<file path="config.mk">
export PLATFORM = sky130hd
export DESIGN_NAME = fan_tach_autorange_divisor
export DESIGN_NICKNAME = d
export VERILOG_FILES = /design/src/rtl/ftad_pkg.sv /design/src/rtl/ftad_queue.sv /design/src/rtl/ftad_front.sv /design/src/rtl/ftad_back.sv /design/src/rtl/fan_tach_autorange_divisor.sv
export VERILOG_INCLUDE_DIRS = /design/src /design/src/rtl
export SDC_FILE = /design/constraint.sdc
export NUM_CORES = 1
export LEC_CHECK = 0
export ABC_AREA = 1
export BUFFER_PORTS_ARGS = -buffer_cell sky130_fd_sc_hd__buf_4
export CAP_MARGIN = 40
export CORE_MARGIN = 1.5
export CORE_UTILIZATION = 30
export CTS_BUF_LIST = sky130_fd_sc_hd__clkbuf_2
export CTS_CLUSTER_SIZE = 14
export DETAILED_ROUTE_END_ITERATION = 7
export PLACE_DENSITY_LB_ADDON = 0.15
export REMOVE_ABC_BUFFERS = 1
export SETUP_SLACK_MARGIN = 0.15
export SLEW_MARGIN = 25
export SYNTH_ARGS = -nofsm -noshare
export SYNTH_HDL_FRONTEND = slang
export SYNTH_SLANG_ARGS = --single-unit
</file>
<file path="constraint.sdc">
create_clock -name i_clk -period 4.62 [get_ports i_clk]
set_clock_uncertainty 0.15 [all_clocks]
set_input_delay 0.231 -clock i_clk [delete_from_list [all_inputs] [get_ports i_clk]]
set_output_delay 0.231 -clock i_clk [all_outputs]
set_load 0.02 [all_outputs]
</file>
<file path="src/rtl/fan_tach_autorange_divisor_macros.svh">
// ----------------------------------------------------------------------------
// fan tachometer autorange divisor: assertion macros
// concurrent checks, empty when synthesising
// ----------------------------------------------------------------------------
`ifndef FAN_TACH_AUTORANGE_DIVISOR_MACROS_SVH
`define FAN_TACH_AUTORANGE_DIVISOR_MACROS_SVH

`ifndef SYNTH
`define FTAD_ASSERT_IMPL(label, clk, rst_n, cond, prop, msg) \
    label: assert property (@(posedge clk) disable iff (!rst_n) (cond) |-> (prop)) \
        else $error(msg);
`define FTAD_ASSERT_NEVER(label, clk, rst_n, cond, msg) \
    label: assert property (@(posedge clk) disable iff (!rst_n) !(cond)) \
        else $error(msg);
`else
`define FTAD_ASSERT_IMPL(label, clk, rst_n, cond, prop, msg)
`define FTAD_ASSERT_NEVER(label, clk, rst_n, cond, msg)
`endif

`endif

</file>
<file path="src/rtl/ftad_pkg.sv">
// ----------------------------------------------------------------------------
// ftad_pkg
// types and constants shared by the fan tachometer autorange divisor
// ----------------------------------------------------------------------------
`default_nettype none

package ftad_pkg;

    localparam int unsigned CODE_W    = 3;
    localparam int unsigned COUNT_W   = 8;
    localparam int unsigned SPEED_W   = 21;
    localparam int unsigned DIVISOR_W = COUNT_W + (1 << CODE_W) - 1;

    localparam logic [SPEED_W-1:0] SPEED_NUM     = 21'd1350000;
    localparam logic [COUNT_W-1:0] STOPPED_COUNT = 8'hff;
    localparam logic [CODE_W-1:0]  MAX_CODE      = 3'd7;

    localparam logic [7:0] UPPER_RESET = 8'd192;
    localparam logic [7:0] LOWER_RESET = 8'd96;
    localparam logic [2:0] FANS_RESET  = 3'd5;

    localparam int unsigned QUEUE_PTR_W = 1;
    localparam int unsigned QUEUE_DEPTH = 1 << QUEUE_PTR_W;

    localparam int unsigned BIT_IDX_W = $clog2(SPEED_W);

    typedef enum logic [1:0] {
        CFG_FANS_IN_USE    = 2'd0,
        CFG_UPPER_THRESHOLD = 2'd1,
        CFG_LOWER_THRESHOLD = 2'd2
    } t_cfg_index;

    typedef enum logic [1:0] {
        ST_OK      = 2'd0,
        ST_STOPPED = 2'd1,
        ST_ZERO    = 2'd2,
        ST_ABSENT  = 2'd3
    } t_status;

    typedef struct packed {
        logic [2:0]         fan_number;
        logic [COUNT_W-1:0] tach_count;
    } t_item;

    typedef struct packed {
        logic [SPEED_W-1:0] speed_rpm;
        logic [CODE_W-1:0]  code_used;
        logic [CODE_W-1:0]  code_next;
        logic               code_changed;
        logic [1:0]         status;
    } t_result;

    typedef struct packed {
        logic [2:0] fans_in_use;
        logic [7:0] upper_threshold;
        logic [7:0] lower_threshold;
    } t_cfg;

    typedef struct packed {
        logic               divide;
        logic [COUNT_W-1:0] tach_count;
        logic [CODE_W-1:0]  code_used;
        logic [CODE_W-1:0]  code_next;
        logic               code_changed;
        logic [1:0]         status;
    } t_job;

    typedef enum logic [1:0] {
        BK_IDLE,
        BK_DIV,
        BK_HOLD
    } t_back_state;

endpackage

`default_nettype wire

</file>
<file path="src/rtl/ftad_queue.sv">
// ----------------------------------------------------------------------------
// ftad_queue
// short job queue between the classifier and the divider
// ----------------------------------------------------------------------------
`default_nettype none

module ftad_queue
    import ftad_pkg::*;
(
    input  wire logic i_clk,
    input  wire logic i_rst_n,
    input  wire logic i_push,
    input  wire t_job i_job,
    output logic      o_full,
    input  wire logic i_pop,
    output t_job      o_job,
    output logic      o_empty
);

    t_job                   r_mem [QUEUE_DEPTH];
    logic [QUEUE_PTR_W-1:0] r_wr_ptr;
    logic [QUEUE_PTR_W-1:0] r_rd_ptr;
    logic [QUEUE_PTR_W:0]   r_fill;
    logic                   push_ok;
    logic                   pop_ok;

    assign o_full  = (r_fill == (QUEUE_PTR_W + 1)'(QUEUE_DEPTH));
    assign o_empty = (r_fill == '0);
    assign push_ok = i_push && !o_full;
    assign pop_ok  = i_pop && !o_empty;
    assign o_job   = r_mem[r_rd_ptr];

    always_ff @(posedge i_clk) begin
        if (push_ok) begin
            r_mem[r_wr_ptr] <= i_job;
        end
    end

    always_ff @(posedge i_clk) begin
        if (!i_rst_n) begin
            r_wr_ptr <= '0;
            r_rd_ptr <= '0;
            r_fill   <= '0;
        end else begin
            if (push_ok) begin
                r_wr_ptr <= r_wr_ptr + 1'b1;
            end
            if (pop_ok) begin
                r_rd_ptr <= r_rd_ptr + 1'b1;
            end
            if (push_ok && !pop_ok) begin
                r_fill <= r_fill + 1'b1;
            end else if (pop_ok && !push_ok) begin
                r_fill <= r_fill - 1'b1;
            end
        end
    end

endmodule

`default_nettype wire

</file>
<file path="src/rtl/ftad_front.sv">
// ----------------------------------------------------------------------------
// ftad_front
// classifies a reading, keeps the per fan divisor codes and autoranges them
// ----------------------------------------------------------------------------
`default_nettype none

module ftad_front
    import ftad_pkg::*;
#(
    parameter int unsigned FAN_CHANNELS = 5
) (
    input  wire logic  i_clk,
    input  wire logic  i_rst_n,
    input  wire t_cfg  i_cfg,
    input  wire logic  i_accept,
    input  wire t_item i_item,
    output t_job       o_job
);

    localparam int unsigned IDX_W = (FAN_CHANNELS > 1) ? $clog2(FAN_CHANNELS) : 1;

    logic [CODE_W-1:0] r_codes [FAN_CHANNELS];
    logic [IDX_W-1:0]  idx;
    logic              present;
    logic [CODE_W-1:0] used;
    logic [CODE_W-1:0] mid;
    logic [CODE_W-1:0] next;
    logic              go_up;
    logic              go_down;
    logic [1:0]        status;

    assign idx     = IDX_W'(i_item.fan_number);
    assign present = (i_item.fan_number < i_cfg.fans_in_use)
                  && ({1'b0, i_item.fan_number} < 4'(FAN_CHANNELS));
    assign used    = present ? r_codes[idx] : '0;
    assign go_up   = (i_item.tach_count > i_cfg.upper_threshold) && (used != MAX_CODE);
    assign mid     = used + CODE_W'(go_up);
    assign go_down = (i_item.tach_count < i_cfg.lower_threshold) && (mid != '0);
    assign next    = mid - CODE_W'(go_down);

    always_comb begin
        if (!present) begin
            status = ST_ABSENT;
        end else if (i_item.tach_count == STOPPED_COUNT) begin
            status = ST_STOPPED;
        end else if (i_item.tach_count == '0) begin
            status = ST_ZERO;
        end else begin
            status = ST_OK;
        end
    end

    always_comb begin
        o_job.divide       = (status == ST_OK);
        o_job.tach_count   = i_item.tach_count;
        o_job.code_used    = used;
        o_job.code_next    = present ? next : '0;
        o_job.code_changed = present && (next != used);
        o_job.status       = status;
    end

    always_ff @(posedge i_clk) begin
        if (!i_rst_n) begin
            for (int i = 0; i < FAN_CHANNELS; i++) begin
                r_codes[i] <= '0;
            end
        end else if (i_accept && present) begin
            r_codes[idx] <= next;
        end
    end

endmodule

`default_nettype wire

</file>
<file path="src/rtl/ftad_back.sv">
// ----------------------------------------------------------------------------
// ftad_back
// bit serial restoring divider for the speed and the result register
// ----------------------------------------------------------------------------
`default_nettype none

module ftad_back
    import ftad_pkg::*;
(
    input  wire logic i_clk,
    input  wire logic i_rst_n,
    input  wire logic i_job_valid,
    input  wire t_job i_job,
    output logic      o_job_pop,
    input  wire logic i_pop,
    output logic      o_empty,
    output t_result   o_result
);

    t_back_state            r_state;
    t_back_state            n_state;
    t_job                   r_job;
    t_job                   n_job;
    logic [DIVISOR_W-1:0]   r_div;
    logic [DIVISOR_W-1:0]   n_div;
    logic [DIVISOR_W-1:0]   r_rem;
    logic [DIVISOR_W-1:0]   n_rem;
    logic [SPEED_W-1:0]     r_quot;
    logic [SPEED_W-1:0]     n_quot;
    logic [BIT_IDX_W-1:0]   r_bit;
    logic [BIT_IDX_W-1:0]   n_bit;
    logic                   r_out_valid;
    logic                   n_out_valid;
    t_result                r_out;
    t_result                n_out;
    logic [DIVISOR_W:0]     trial;
    logic                   fits;
    logic                   out_free;

    assign o_empty  = !r_out_valid;
    assign o_result = r_out;
    assign out_free = !r_out_valid || i_pop;
    assign trial    = {r_rem, SPEED_NUM[r_bit]};
    assign fits     = (trial >= {1'b0, r_div});

    always_comb begin
        n_state     = r_state;
        n_job       = r_job;
        n_div       = r_div;
        n_rem       = r_rem;
        n_quot      = r_quot;
        n_bit       = r_bit;
        n_out       = r_out;
        n_out_valid = r_out_valid && !i_pop;
        o_job_pop   = 1'b0;
        case (r_state)
            BK_IDLE: begin
                if (i_job_valid) begin
                    o_job_pop = 1'b1;
                    n_job     = i_job;
                    n_div     = DIVISOR_W'(i_job.tach_count) << i_job.code_used;
                    n_rem     = '0;
                    n_quot    = '0;
                    n_bit     = BIT_IDX_W'(SPEED_W - 1);
                    n_state   = i_job.divide ? BK_DIV : BK_HOLD;
                end
            end
            BK_DIV: begin
                n_rem  = fits ? DIVISOR_W'(trial - {1'b0, r_div}) : trial[DIVISOR_W-1:0];
                n_quot = {r_quot[SPEED_W-2:0], fits};
                n_bit  = r_bit - 1'b1;
                if (r_bit == '0) begin
                    n_state = BK_HOLD;
                end
            end
            BK_HOLD: begin
                if (out_free) begin
                    n_out.speed_rpm    = r_quot;
                    n_out.code_used    = r_job.code_used;
                    n_out.code_next    = r_job.code_next;
                    n_out.code_changed = r_job.code_changed;
                    n_out.status       = r_job.status;
                    n_out_valid        = 1'b1;
                    n_state            = BK_IDLE;
                end
            end
            default: begin
                n_state = BK_IDLE;
            end
        endcase
    end

    always_ff @(posedge i_clk) begin
        if (!i_rst_n) begin
            r_state     <= BK_IDLE;
            r_out_valid <= 1'b0;
        end else begin
            r_state     <= n_state;
            r_out_valid <= n_out_valid;
        end
    end

    always_ff @(posedge i_clk) begin
        r_job  <= n_job;
        r_div  <= n_div;
        r_rem  <= n_rem;
        r_quot <= n_quot;
        r_bit  <= n_bit;
        r_out  <= n_out;
    end

endmodule

`default_nettype wire

</file>
<file path="src/rtl/fan_tach_autorange_divisor.sv">
// ----------------------------------------------------------------------------
// fan_tach_autorange_divisor
// fan speed from tachometer counts with per fan divisor autoranging
// ----------------------------------------------------------------------------
//  channel   direction  handshake           payload
//  item      in         push / full        i_item (t_item)
//  result    out        empty / pop        o_result (t_result)
//  config    in         i_cfg_we           i_cfg_addr, i_cfg_wdata
//
//  a reading to divide passes the back end in order: it is taken from the
//  queue, runs 21 divider steps (one quotient bit each), then loads the result;
//  stopped, zero or absent readings skip the divider
//  the front end takes a transaction per cycle until its two entry queue fills
//  synchronous reset clears the divisor codes and loads the config defaults
//  a result waiting on pop holds the divider after its last step
// ----------------------------------------------------------------------------
`default_nettype none
`include "fan_tach_autorange_divisor_macros.svh"

module fan_tach_autorange_divisor
    import ftad_pkg::*;
#(
    parameter int unsigned FAN_CHANNELS = 5
) (
    input  wire logic       i_clk,
    input  wire logic       i_rst_n,
    input  wire logic       push,
    output logic            full,
    input  wire t_item      i_item,
    output logic            empty,
    input  wire logic       pop,
    output t_result         o_result,
    input  wire logic       i_cfg_we,
    input  wire logic [1:0] i_cfg_addr,
    input  wire logic [7:0] i_cfg_wdata
);

    t_cfg r_cfg;
    t_job front_job;
    t_job queue_job;
    logic accept;
    logic queue_empty;
    logic job_pop;

    assign accept = push && !full;

    always_ff @(posedge i_clk) begin
        if (!i_rst_n) begin
            r_cfg.fans_in_use     <= FANS_RESET;
            r_cfg.upper_threshold <= UPPER_RESET;
            r_cfg.lower_threshold <= LOWER_RESET;
        end else if (i_cfg_we) begin
            case (i_cfg_addr)
                CFG_FANS_IN_USE:     r_cfg.fans_in_use     <= i_cfg_wdata[2:0];
                CFG_UPPER_THRESHOLD: r_cfg.upper_threshold <= i_cfg_wdata;
                CFG_LOWER_THRESHOLD: r_cfg.lower_threshold <= i_cfg_wdata;
                default: begin
                end
            endcase
        end
    end

    ftad_front #(
        .FAN_CHANNELS (FAN_CHANNELS)
    ) u_front (
        .i_clk    (i_clk),
        .i_rst_n  (i_rst_n),
        .i_cfg    (r_cfg),
        .i_accept (accept),
        .i_item   (i_item),
        .o_job    (front_job)
    );

    ftad_queue u_queue (
        .i_clk   (i_clk),
        .i_rst_n (i_rst_n),
        .i_push  (push),
        .i_job   (front_job),
        .o_full  (full),
        .i_pop   (job_pop),
        .o_job   (queue_job),
        .o_empty (queue_empty)
    );

    ftad_back u_back (
        .i_clk       (i_clk),
        .i_rst_n     (i_rst_n),
        .i_job_valid (!queue_empty),
        .i_job       (queue_job),
        .o_job_pop   (job_pop),
        .i_pop       (pop),
        .o_empty     (empty),
        .o_result    (o_result)
    );

    `FTAD_ASSERT_IMPL(a_changed_matches, i_clk, i_rst_n, !empty,
        o_result.code_changed == (o_result.code_next != o_result.code_used),
        "code_changed disagrees with codes")
    `FTAD_ASSERT_IMPL(a_no_speed_on_fault, i_clk, i_rst_n,
        !empty && (o_result.status != ST_OK), o_result.speed_rpm == '0,
        "speed reported with a fault status")
    `FTAD_ASSERT_NEVER(a_absent_no_codes, i_clk, i_rst_n,
        !empty && (o_result.status == ST_ABSENT)
            && ((o_result.code_used != '0) || (o_result.code_next != '0)),
        "absent fan carries a code")

endmodule

`default_nettype wire

</file>
* Yosys cells after proc, flatten, opt, wreduce, memory -nomap -nowiden
Memories as Yosys holds them, arrays and structs flattened. A register that Yosys moved wholly into a read port is not among the register bits.
Index checks and enable logic that the tools add are counted.
** Word-level totals
- Bits in latches :: 0
- Logic and storage cells :: 121
- ROM bits :: 32
- Memories kept :: 3
- RAM bits :: 51
- Register bits after elaboration :: 121
** Memories
- u_queue.r_mem :: words 2, bits a word 18, rd ports 1, clocked after Yosys merged registers in 1, wr ports 1, line ftad_queue.sv:20 : t_job r_mem [QUEUE_DEPTH];
- (name not given) :: words 32, bits a word 1, rd ports 1, clocked after Yosys merged registers in 1, wr ports 0, line ftad_back.sv:43 : assign trial = {r_rem, SPEED_NUM[r_bit]};
- u_front.r_codes :: words 5, bits a word 3, rd ports 1, clocked after Yosys merged registers in 0, wr ports 5, line ftad_front.sv:22 : logic [CODE_W-1:0] r_codes [FAN_CHANNELS];
** Cells by class
- Mux-type cells :: 36
- $lt $le $gt $ge :: 6
- Bitwise logic cells :: 1
- Multiply operators :: 0
- Shift-type cells :: 1
- Div/mod/pow operators :: 0
- Add/sub/neg operators :: 8
- Reduce and logical (&&, ||, !) cells :: 34
- Eq/ne operators :: 11
** Operators by type and width (count)
- 21-bit case mux with 2 select lines :: 1
- 15-bit 2-to-1 mux :: 2
- 15-bit case mux with 2 select lines :: 1
- 21-bit 2-to-1 mux :: 1
- 2-bit 2-to-1 mux :: 9
- 16-bit by 15-bit >= comparator with 1-bit output :: 1
- 8-bit by 3-bit << shifter with 15-bit output :: 1
- 15-bit subtractor :: 1
- 1-bit 2-to-1 mux :: 14
- 3-bit 2-to-1 mux :: 4
- 2-bit AND reduction :: 6
- 1-bit logical AND :: 10
- 5-bit 2-to-1 mux :: 2
- 5-bit case mux with 2 select lines :: 1
- 8-bit == test, second input constant :: 1
- 8-bit > comparator :: 1
- 2-bit logical NOT :: 4
- 8-bit logical NOT :: 1
- 8-bit less-than comparator :: 1
- 2-bit == test, second input constant :: 3
- 1-bit logical NOT :: 6
- 5-bit by 6-bit less-than comparator with 1-bit output, second input constant :: 1
- 2-bit case mux with 3 select lines :: 1
- 5-bit logical NOT :: 1
- 19 further kinds :: 23

* Depth between registers and ports, before layout
Gate-level depths: netlist of run 1.
- Depth in word-level cells :: 11
- Depth in mapped cells :: 27

* Cells and area by module
From an unflattened synthesis of run 1, not the netlist that was laid out.
** Unflattened totals
- Cells, all modules :: 996
- Area total of the unflattened synthesis :: 9512.9 um^2
** By module, submodules not included
- ftad_back :: times used 1, area each 5049.8 um^2, cells an instance 532, seq. area each 2932.8 um^2
- ftad_front :: times used 1, area each 2060.7 um^2, cells an instance 254, seq. area each 720.7 um^2
- ftad_queue :: times used 1, area each 1597.8 um^2, cells an instance 94, seq. area each 1181.1 um^2
- fan_tach_autorange_divisor :: times used 1, area each 804.5 um^2, cells an instance 116, seq. area each 380.4 um^2

* Worst setup path before layout of run 1
OpenSTA, ideal clock, no wires.
- Kind :: register -> register
- Start :: register r_cfg[18] in the netlist's numbering
- End :: memory u_queue.r_mem[0][2] in the netlist's numbering, data pin
- Data arrival time :: 3136 ps
- Path slack :: 1083 ps
- Library setup time :: 252 ps
- Path buffers :: 1
- Clock period less this slack :: 3537 ps
- Stages on the path, launching flop included :: 25
- Path through :: dfxtp_1 -> inv_1 -> ha_1 -> a21oi_1 -> nand3_2 -> nor2_1 -> nand2_1 -> nor3_1 -> nor3_1 -> ha_1 -> ha_1 -> nand2_1 -> nand2_2 -> o21ai_0 -> inv_1 -> ha_1 -> ha_1 -> clkbuf_1 -> inv_1 -> nand2_1 -> nand2_1 -> inv_1 -> nand3_1 -> nand2_1 -> inv_1
** RTL lines
- from (decl) :: line fan_tach_autorange_divisor.sv:38 : t_cfg r_cfg;
- to (decl) :: line ftad_queue.sv:20

==> results of run 1 <==
## cells by family after synthesis
logic type	Yosys count	synth area share [%]
multiplexers	5	0.572
other	1	0.0429
buffers and inverters	154	7.11
XOR/XNOR	8	0.801
flip-flops	182	59.3
adder cells (fa/ha/maj)	42	6.09
AO/OA/AOI/OAI	130	8.11
AND/OR/NAND/NOR	364	18.0
## registers in the layout, summed over array words and instances (netlist names), named ones only
register / cells
u_back.r_state: 2
u_front.r_codes: 23
u_back.r_bit: 5
u_back.r_quot: 21
u_back.trial: 1
u_back.r_job: 9
r_cfg: 19
u_back.r_rem: 15
u_back.o_result: 30
u_queue.r_rd_ptr: 1
u_queue.r_wr_ptr: 1
u_queue.r_fill: 2
u_back.r_out_valid: 1
u_back.r_div: 15
u_queue.r_mem: 36
## final timing paths
path	start	to	cells past startpoint
max reg2reg	r_cfg[18]	u_queue.r_mem[0][2]	23
min reg2reg	u_back.r_job[0]	u_back.o_result[0]	0
max	r_cfg[18]	u_queue.r_mem[0][2]	23
min	i_cfg_wdata[6]	r_cfg[6]	4
## critical path: cells and delay by family, from the launching register on
family / cells / cell delay [ns]
adders and majority gates: 5 / 1.30
and+or+nand+nor: 11 / 1.19
DFF: 1 / 0.38
buffers and inverters: 5 / 0.35
AOI/OAI and AO/OA: 2 / 0.34
## Yosys cell counts, types with 3 or more instances
cell        n
xnor2_1     3
nand4_1     9
dfxtp_1    28
nand3b_1    3
clkbuf_1    9
buf_4       5
nand2_1   164
inv_1     123
ha_1       41
buf_2       6
nor2_2      7
nand2_2     7
a21oi_1    43
nor2_1    109
nand3_1    39
o21ai_1     3
nor3_1     11
xor2_1      5
inv_2       7
nand2_4     3
edfxtp_1  154
o21ai_0    62
mux2i_1     5
o211ai_1    7
## metal layers
metal,global-route usage (%),up-vias,wire length [um]
met5,0,-,0
met4,3.84,0,268
met3,2.08,13,364
li1,-,3174,-
met1,15.8,2829,8740
met2,20.9,72,8540
## where the power goes
group          internal [W]  switching [W]  total (W)
Clock              0.000180       0.000645   0.000825
Sequential          0.00252       0.000182    0.00270
Combinational      0.000883        0.00189    0.00277
## metrics by stage
stage	std cells	setup slack, ns
global placement	1318	0.777
CTS	1394	0.671
global route	1395	0.350
finish	1395	0.694
detailed placement	1319	0.671
floorplan	870	1.20
## area by class of cell
type	instances	area, um^2
fill	2971	18400
sequential	182	5180
multi-input combinational	557	2980
timing repair buffer	108	916
inverter	131	494
tap	384	480
clock inverter	15	160
clock buffer	17	85.1
antenna	1	2.50
## timing repair
action,4_1_cts,5_1_grt
hold buffers,43,0
gates resized for setup,0,0
hold endpoints to repair,87,0
==> results.cfg, run 1 <==
[status]
status = finished, final reports clean

[detailed_routing]
vias = 6088
routedWlPerCell_um = 12.8
vias_per_cell = 4.36
firstDrtPassIters = 5
drc = 0
drt-initial-drc-count = 408
antenna_left = 0
drt_wl_total_um = 17900

[place]
hpwlAfterDp_um = 12500
portBuffers = 57
placed_area_mm2 = 0.00962
gp_congestion = 0.795

[timing]
fmax_mhz = 255
min_period_over_period_pct = 85.0
finalHoldViolCount = 0
maxSlewViolCount = 0
worstMarginPinSlew_ns = 0.600
period_needed_ns = 3.93
rsz0062_at_grt = false
slew_headroom_pct = 59.8
hold_ws_ns = 0.0920
tns_ns = 0
setup_viol = 0

[logic_synthesis]
synth_top_cell_by_area = edfxtp_1
synthFlopType = edfxtp_1
ys_types = 48
synthArstFlopShare_pct = 0
yosys-top-cells-area = edfxtp_1, nand2_1, dfxtp_1
ys_ff_latch = 182
synth_edf_count = 154
synth_top_area_share_pct = 52.8
synth_warnings = 0
synth_area_per_cell_um2 = 9.88
syn_inst = 886
syn_area_mm2 = 0.00875
seq_area_frac_synth_pct = 59.3

[critical_path]
required_ns = 4.96
reg2reg_slack_ns = 0.69
cp_max_fo = 8
crit_type = flop to flop
slowest_delay_ns = 0.45
slowest_stage = ha_1
crit_arrival_ns = 4.27
worstSetupStartpointType = flop
setup.worst_path.end_class = flop
crit_chain = inv_1 > ha_1 > a21oi_1 > nand3_2 > nor2_1 > nand2_1 > nor3_1 > nor3_1 > ha_1 > ha_1 > nand2_1 > nand2_2 > o21ai_0 > inv_1 > ha_1 > ha_1 > inv_1 > nand2_1 > nand2_1 > inv_1 > nand3_1 > nand2_1 > inv_1

[cts]
htree_num_levels = 4
cts.clk_slew.worst_paths_ns = 0.30
clock-sinks = 182
clockRootBuffer = clkbuf_2
cts.path.max_buffers = 2
clock_latency_ns = 0.76
cts_post_setup_buffers_inserted = 0
numCtsBuffers = 17
cts_tree = built

[finish]
final_cell_area_mm2 = 0.0103
final_cell_mix = nand2_1, edfxtp_1, inv_1
final_common_cell = nand2_1
drive_gt1_share_pct = 13.1
area_growth_pct = 17.7
final_util_pct = 35.9
fin_nets = 1065

[worst_hold_path]
hp-class = input port to flop

[floorplanning]
die_area_mm2 = 0.0302
ioPinCount = 58
core_region_area_mm2 = 0.0287
rows = 62
die_w_um = 174
start_util_pct = 30.5
die_h_um = 174

[global_routing]
grt_pass1_wl_um = 29300
grt_max_degree = 44
first_global_vias = 5832
antenna_found_initial = 1
track_usage_pct = 12.2
grt_overflow = 0

[job]
max-cap-violations = 0

[power]
power_w = 0.00630
power_leakage_nw = 4.36
pwr_density_cell_mw_per_mm2 = 611
worst_ir_drop_vdd_mv = 0.356
Note: power is estimated with default switching activity, not from simulation.
==> run 2, diff against run 1 <==
==> constraint.sdc (replaced) <==
create_clock -name i_clk -period 3.5 [get_ports i_clk]
set_clock_uncertainty 0.15 [all_clocks]
set_input_delay 0.175 -clock i_clk [delete_from_list [all_inputs] [get_ports i_clk]]
set_output_delay 0.175 -clock i_clk [all_outputs]
set_load 0.02 [all_outputs]
==> run 2 against run 1 <==
Sequential cell count unchanged. Register-to-register slack worse by 0.45 ns. Count of clock-buffer cells in the layout is the same. Clock power grew 47%. Setup slack worse by 0.45 ns. Fmax increased by 21%. Non-clock buffer count rose by 34. Via count rose by 1.8%. Routed wire length is 2.9% higher. Combinational power increased by 38%. Design area rose by 5.0%. Critical endpoint unchanged.
==> results.cfg, run 2 (same netlist as run 1, synthesis figures left out) <==
[place]
post-place-cells = 1331
portBuffers = 57
hpwlAfterDp_um = 12900
gp_congestion = 0.778
placed_area_mm2 = 0.00972

[finish]
top_register = u_queue.r_mem
fin_nets = 1099
fillCellCount = 2935
largest_reg_flops = 36
final_cells = 1429
final_cell_area_mm2 = 0.0108
drive_gt1_share_pct = 18.0
final_common_cell = nand2_1
area_growth_pct = 23.6
final_cell_mix = nand2_1, edfxtp_1, inv_1

[detailed_routing]
vias_per_cell = 4.34
vias = 6199
routedWlPerCell_um = 12.9
drt-initial-drc-count = 339
antenna_left = 0
firstDrtPassIters = 5
drc = 0
drt_wl_total_um = 18400

[timing]
setup_viol = 0
hold_ws_ns = 0.0768
rsz0062_at_grt = true
min_period_over_period_pct = 93.0
finalHoldViolCount = 0
fmax_mhz = 307
worstMarginPinSlew_ns = 0.601
period_needed_ns = 3.26
slew_headroom_pct = 59.5
maxSlewViolCount = 0

[global_routing]
grt_overflow = 0
grt_max_degree = 31
grt_pass1_wl_um = 29900
track_usage_pct = 12.4
first_global_vias = 5977
antenna_found_initial = 1

[critical_path]
crit_arrival_ns = 3.66
worstSetupStartpointType = flop
cp_max_fo = 3
required_ns = 3.90
crit_type = flop to flop
setup.worst_path.end_class = flop

[cts]
cts.clk_slew.worst_paths_ns = 0.31
clock_latency_ns = 0.77
numCtsBuffers = 17
clockRootBuffer = clkbuf_2
cts_tree = built
clock-sinks = 182
cts.path.max_buffers = 2
htree_num_levels = 4

[power]
power_w = 0.00860
worst_ir_drop_vdd_mv = 0.290
power_leakage_nw = 4.56
pwr_density_cell_mw_per_mm2 = 795

[job]
max-cap-violations = 0

[floorplanning]
die_h_um = 174
start_util_pct = 30.5
rows = 62
core_region_area_mm2 = 0.0287
ioPinCount = 58
die_w_um = 174
die_area_mm2 = 0.0302

[status]
status = finished, final reports clean

[worst_hold_path]
hp-class = input port to flop
==> run 2: cell types whose count changed in the layout (fill, tap and decap cells not counted), moves of 5 or more <==
cell / before / now
dlygate4sd3_1: 43 / 54
buf_4: 64 / 86
inv_1: 123 / 115
nand2_2: 7 / 12
ha_1: 41 / 33
ha_4: 0 / 6
inv_2: 7 / 14
nand2_1: 164 / 158
==> run 2: final timing paths <==
kind	slack, ns	from	cells past startpoint	to
hold reg to reg	0.30	u_back.r_job[5]	0	u_back.o_result[5]
hold / removal	0.08	i_cfg_wdata[3]	4	r_cfg[11]
setup reg to reg	0.24	r_cfg[18]	24	u_queue.r_mem[0][2]
setup / recovery	0.24	r_cfg[18]	24	u_queue.r_mem[0][2]
==> run 2: per-stage QoR <==
step	utilization [%]	worst slack (ns)	setup TNS, ns
2_1_floorplan	-	0.0822	0
3_3_place_gp	33.9	0.0592	0
3_5_place_dp	33.9	-0.0398	-0.213
4_1_cts	37.1	0.173	0
5_1_grt	37.7	0.0825	0
6_report	37.7	0.243	0
==> run 2: timing repair <==
action                                  4_1_cts  5_1_grt
setup buffers                                 5        6
endpoints found under the setup margin       19       18
hold endpoints to repair                    128        0
pin swaps                                     3       20
hold buffers                                 55        0
gates resized for setup                       9       35
==> run 2: area by class of cell <==
cell class | count | area [um^2] | area share (%)
Antenna cell | 1 | 2.50 | 0.0231
Tap cell | 384 | 480 | 4.44
Timing Repair Buffer | 142 | 1220 | 11.3
Multi-Input combinational cell | 557 | 3140 | 29.0
Clock buffer | 17 | 85.1 | 0.787
Inverter | 131 | 497 | 4.59
Clock inverter | 15 | 210 | 1.94
Sequential cell | 182 | 5190 | 48.0
==> run 2: where the power goes <==
part / internal, W / switching [W]
Sequential: 0.00332 / 0.000244
Clock: 0.000289 / 0.000922
Combinational: 0.00128 / 0.00254
==> run 2: metal layers <==
metal  up-vias  global-route usage (%)  wire length [um]
li1       3245                       -                 -
met1      2880                    16.2              9070
met2        57                    21.3              8840
met5         -                       0                 0
met4         0                    3.13               167
met3        17                    2.30               364
==> run 2: critical path: stages (launching register included) <==
cell and delay [ns]:
dfxtp_2 0.40, inv_2 0.04, ha_4 0.25, a21oi_4 0.14, nand3_4 0.12, nor2_4 0.14
nand2_2 0.07, nor3_2 0.18, nor3_2 0.07, ha_2 0.19, ha_4 0.16, buf_6 0.11
inv_2 0.04, nand2_2 0.05, nand2_2 0.08, o21ai_1 0.07, inv_1 0.06, ha_2 0.19
ha_4 0.21, nand3_2 0.06, nand2_1 0.05, inv_1 0.04, nand3_1 0.05, nand2_1 0.08
inv_2 0.03
==> run 3, diff against run 2 <==
--- a/config.mk
+++ b/config.mk
@@ -10,7 +10,7 @@
 export BUFFER_PORTS_ARGS = -buffer_cell sky130_fd_sc_hd__buf_4
 export CAP_MARGIN = 40
 export CORE_MARGIN = 1.5
-export CORE_UTILIZATION = 30
+export CORE_UTILIZATION = 45
 export CTS_BUF_LIST = sky130_fd_sc_hd__clkbuf_2
 export CTS_CLUSTER_SIZE = 14
 export DETAILED_ROUTE_END_ITERATION = 7
==> constraint.sdc (replaced) <==
create_clock -name i_clk -period 4 [get_ports i_clk]
set_clock_uncertainty 0.15 [all_clocks]
set_input_delay 0.2 -clock i_clk [delete_from_list [all_inputs] [get_ports i_clk]]
set_output_delay 0.2 -clock i_clk [all_outputs]
set_load 0.02 [all_outputs]
==> run 3 against run 2 <==
Utilization increased by 17 points. Clock power decreased by 15%. Combinational power is 16% lower. Non-clock buffer count is 25 lower. Sequential cell count stayed put. Routed wire length is 7.4% lower. Setup slack better by 0.18 ns. Final cell count down 10%. Register-to-register slack better by 0.20 ns. Global-route usage grew 5.4 points. Largest power group unchanged. Highest routed layer unchanged.
==> results.cfg, run 3 (same netlist as run 1, synthesis figures left out) <==
[critical_path]
crit_type = input port to flop
setup.worst_path.end_class = flop
cp_max_fo = 15
rr_worst_depth = 23
worstSetupStartpointType = input port
crit_arrival_ns = 3.99
required_ns = 4.41
critPathLaunch = i_item[8]
reg2reg_from = r_cfg[18]

[detailed_routing]
routedWlPerCell_um = 13.3
antenna_left = 0
vias_per_cell = 4.76
firstDrtPassIters = 4
drt_wl_total_um = 17100
drc = 0
vias = 6097
drt-initial-drc-count = 249

[power]
power_leakage_nw = 4.41
internal_power_w = 0.00428
worst_ir_drop_vdd_mv = 0.243
power_frac_clock_pct = 14.1
swShare_pct = 41.7
power_w = 0.00734
p_switching_w = 0.00306
seq_power_share_pct = 42.4
pwr_density_cell_mw_per_mm2 = 711
combPwrFrac_pct = 43.5

[finish]
final_util_pct = 54.7
regArea_mm2 = 0.00519
top_register = u_queue.r_mem
largest_reg_flops = 36
final_cell_mix = nand2_1, edfxtp_1, inv_1
final_cells = 1280
final_common_cell = nand2_1
area_growth_pct = 18.1
multiInputGateArea_mm2 = 0.00302
drive_gt1_share_pct = 13.7
fillCellCount = 1706
fin_nets = 1074
final_cell_area_mm2 = 0.0103

[floorplanning]
die_w_um = 142
die_h_um = 142
start_util_pct = 46.3
die_area_mm2 = 0.0203
core_region_area_mm2 = 0.0189
rows = 50
ioPinCount = 58

[timing]
setup_viol = 0
min_period_over_period_pct = 89.4
fmax_mhz = 280
tns_ns = 0
rsz0062_at_grt = false
period_needed_ns = 3.58
finalHoldViolCount = 0
worstMarginPinSlew_ns = 0.784
slew_headroom_pct = 47.2
maxSlewViolCount = 0

[place]
portBuffers = 57
placed_area_mm2 = 0.00948
post-place-cells = 1196
gp_congestion = 0.801
hpwlAfterDp_um = 12000

[cts]
clock-sinks = 182
htree_num_levels = 4
cts_post_setup_buffers_inserted = 0
numCtsBuffers = 17
clockRootBuffer = clkbuf_2
cts.clk_slew.worst_paths_ns = 0.29
cts_tree = built
cts.path.max_buffers = 2
clock_latency_ns = 0.75

[global_routing]
track_usage_pct = 17.8
antenna_found_initial = 1
grt_overflow = 0
grt_pass1_wl_um = 28000
first_global_vias = 5784
grt_max_degree = 44

[worst_hold_path]
min_delay_path_depth = 4
worstHoldStart = i_cfg_wdata[7]
hp-class = input port to flop

[job]
max-cap-violations = 0

[status]
status = finished, final reports clean
-- run 3: timing repair --
action                                  4_1_cts  5_1_grt
endpoints found under the hold margin        94        2
hold buffers                                 50        1
endpoints found under the setup margin        0       14
gates resized for setup                       0        9
-- run 3: power groups by stage --
| stage | logic [W] | registers [W] | clock network, W |
|---|---|---|---|
| floorplan | 0.00218 | 0.00323 | 0 |
| finish | 0.00320 | 0.00312 | 0.00103 |
| global placement | 0.00316 | 0.00315 | 0 |
| CTS | 0.00323 | 0.00312 | 0.00108 |
| global route | 0.00369 | 0.00317 | 0.00114 |
| detailed placement | 0.00318 | 0.00317 | 0 |
-- run 3: layout make-up --
type / instances / area share, %
Clock buffer: 17 / 0.824
Antenna cell: 1 / 0.0242
Sequential cell: 182 / 50.2
Timing Repair Buffer: 117 / 9.74
Tap cell: 260 / 3.15
Inverter: 131 / 4.78
Multi-Input combinational cell: 557 / 29.2
Clock inverter: 15 / 2.07
-- run 3: worst max-delay path: stages --
cell	delay [ns]
dlygate4sd3_1	0.53
buf_4	0.20
o21ai_1	0.15
dlygate4sd3_1	0.61
nand3_4	0.11
nor2_4	0.13
nand2_1	0.11
nor3_2	0.16
nor3_1	0.06
ha_1	0.18
ha_1	0.26
inv_1	0.11
nand2_1	0.06
o21ai_1	0.12
inv_1	0.05
ha_1	0.21
ha_4	0.29
inv_1	0.07
nand2_1	0.08
nand2_1	0.06
inv_1	0.05
nand3_1	0.06
nand2_1	0.06
inv_1	0.04
-- run 3: routing by layer --
layer | part of all wire (%) | GRT usage [%] | vias up
met5 | 0 | 0 | -
met4 | 1.9 | 6.35 | 0
met3 | 3.1 | 3.90 | 19
met2 | 48 | 29.7 | 105
met1 | 47 | 22.9 | 2775
li1 | - | - | 3198
-- run 3: final timing paths --
check	slack (ns)	to
hold reg to reg	0.30	u_back.o_result[8]
setup reg to reg	0.44	u_queue.r_mem[1][2]
hold / removal	0.10	r_cfg[7]
setup / recovery	0.42	u_queue.r_mem[1][2]
-- run 3: metrics by stage --
| stage | setup WS (ns) | hold slack (ns) |
|---|---|---|
| after CTS | 0.347 | 0.00165 |
| after global routing | 0.171 | 0.0139 |
| final | 0.424 | 0.105 |
| after global placement | 0.415 | 0.251 |
| after floorplan | 0.582 | 0.134 |
| after detailed placement | 0.309 | 0.255 |
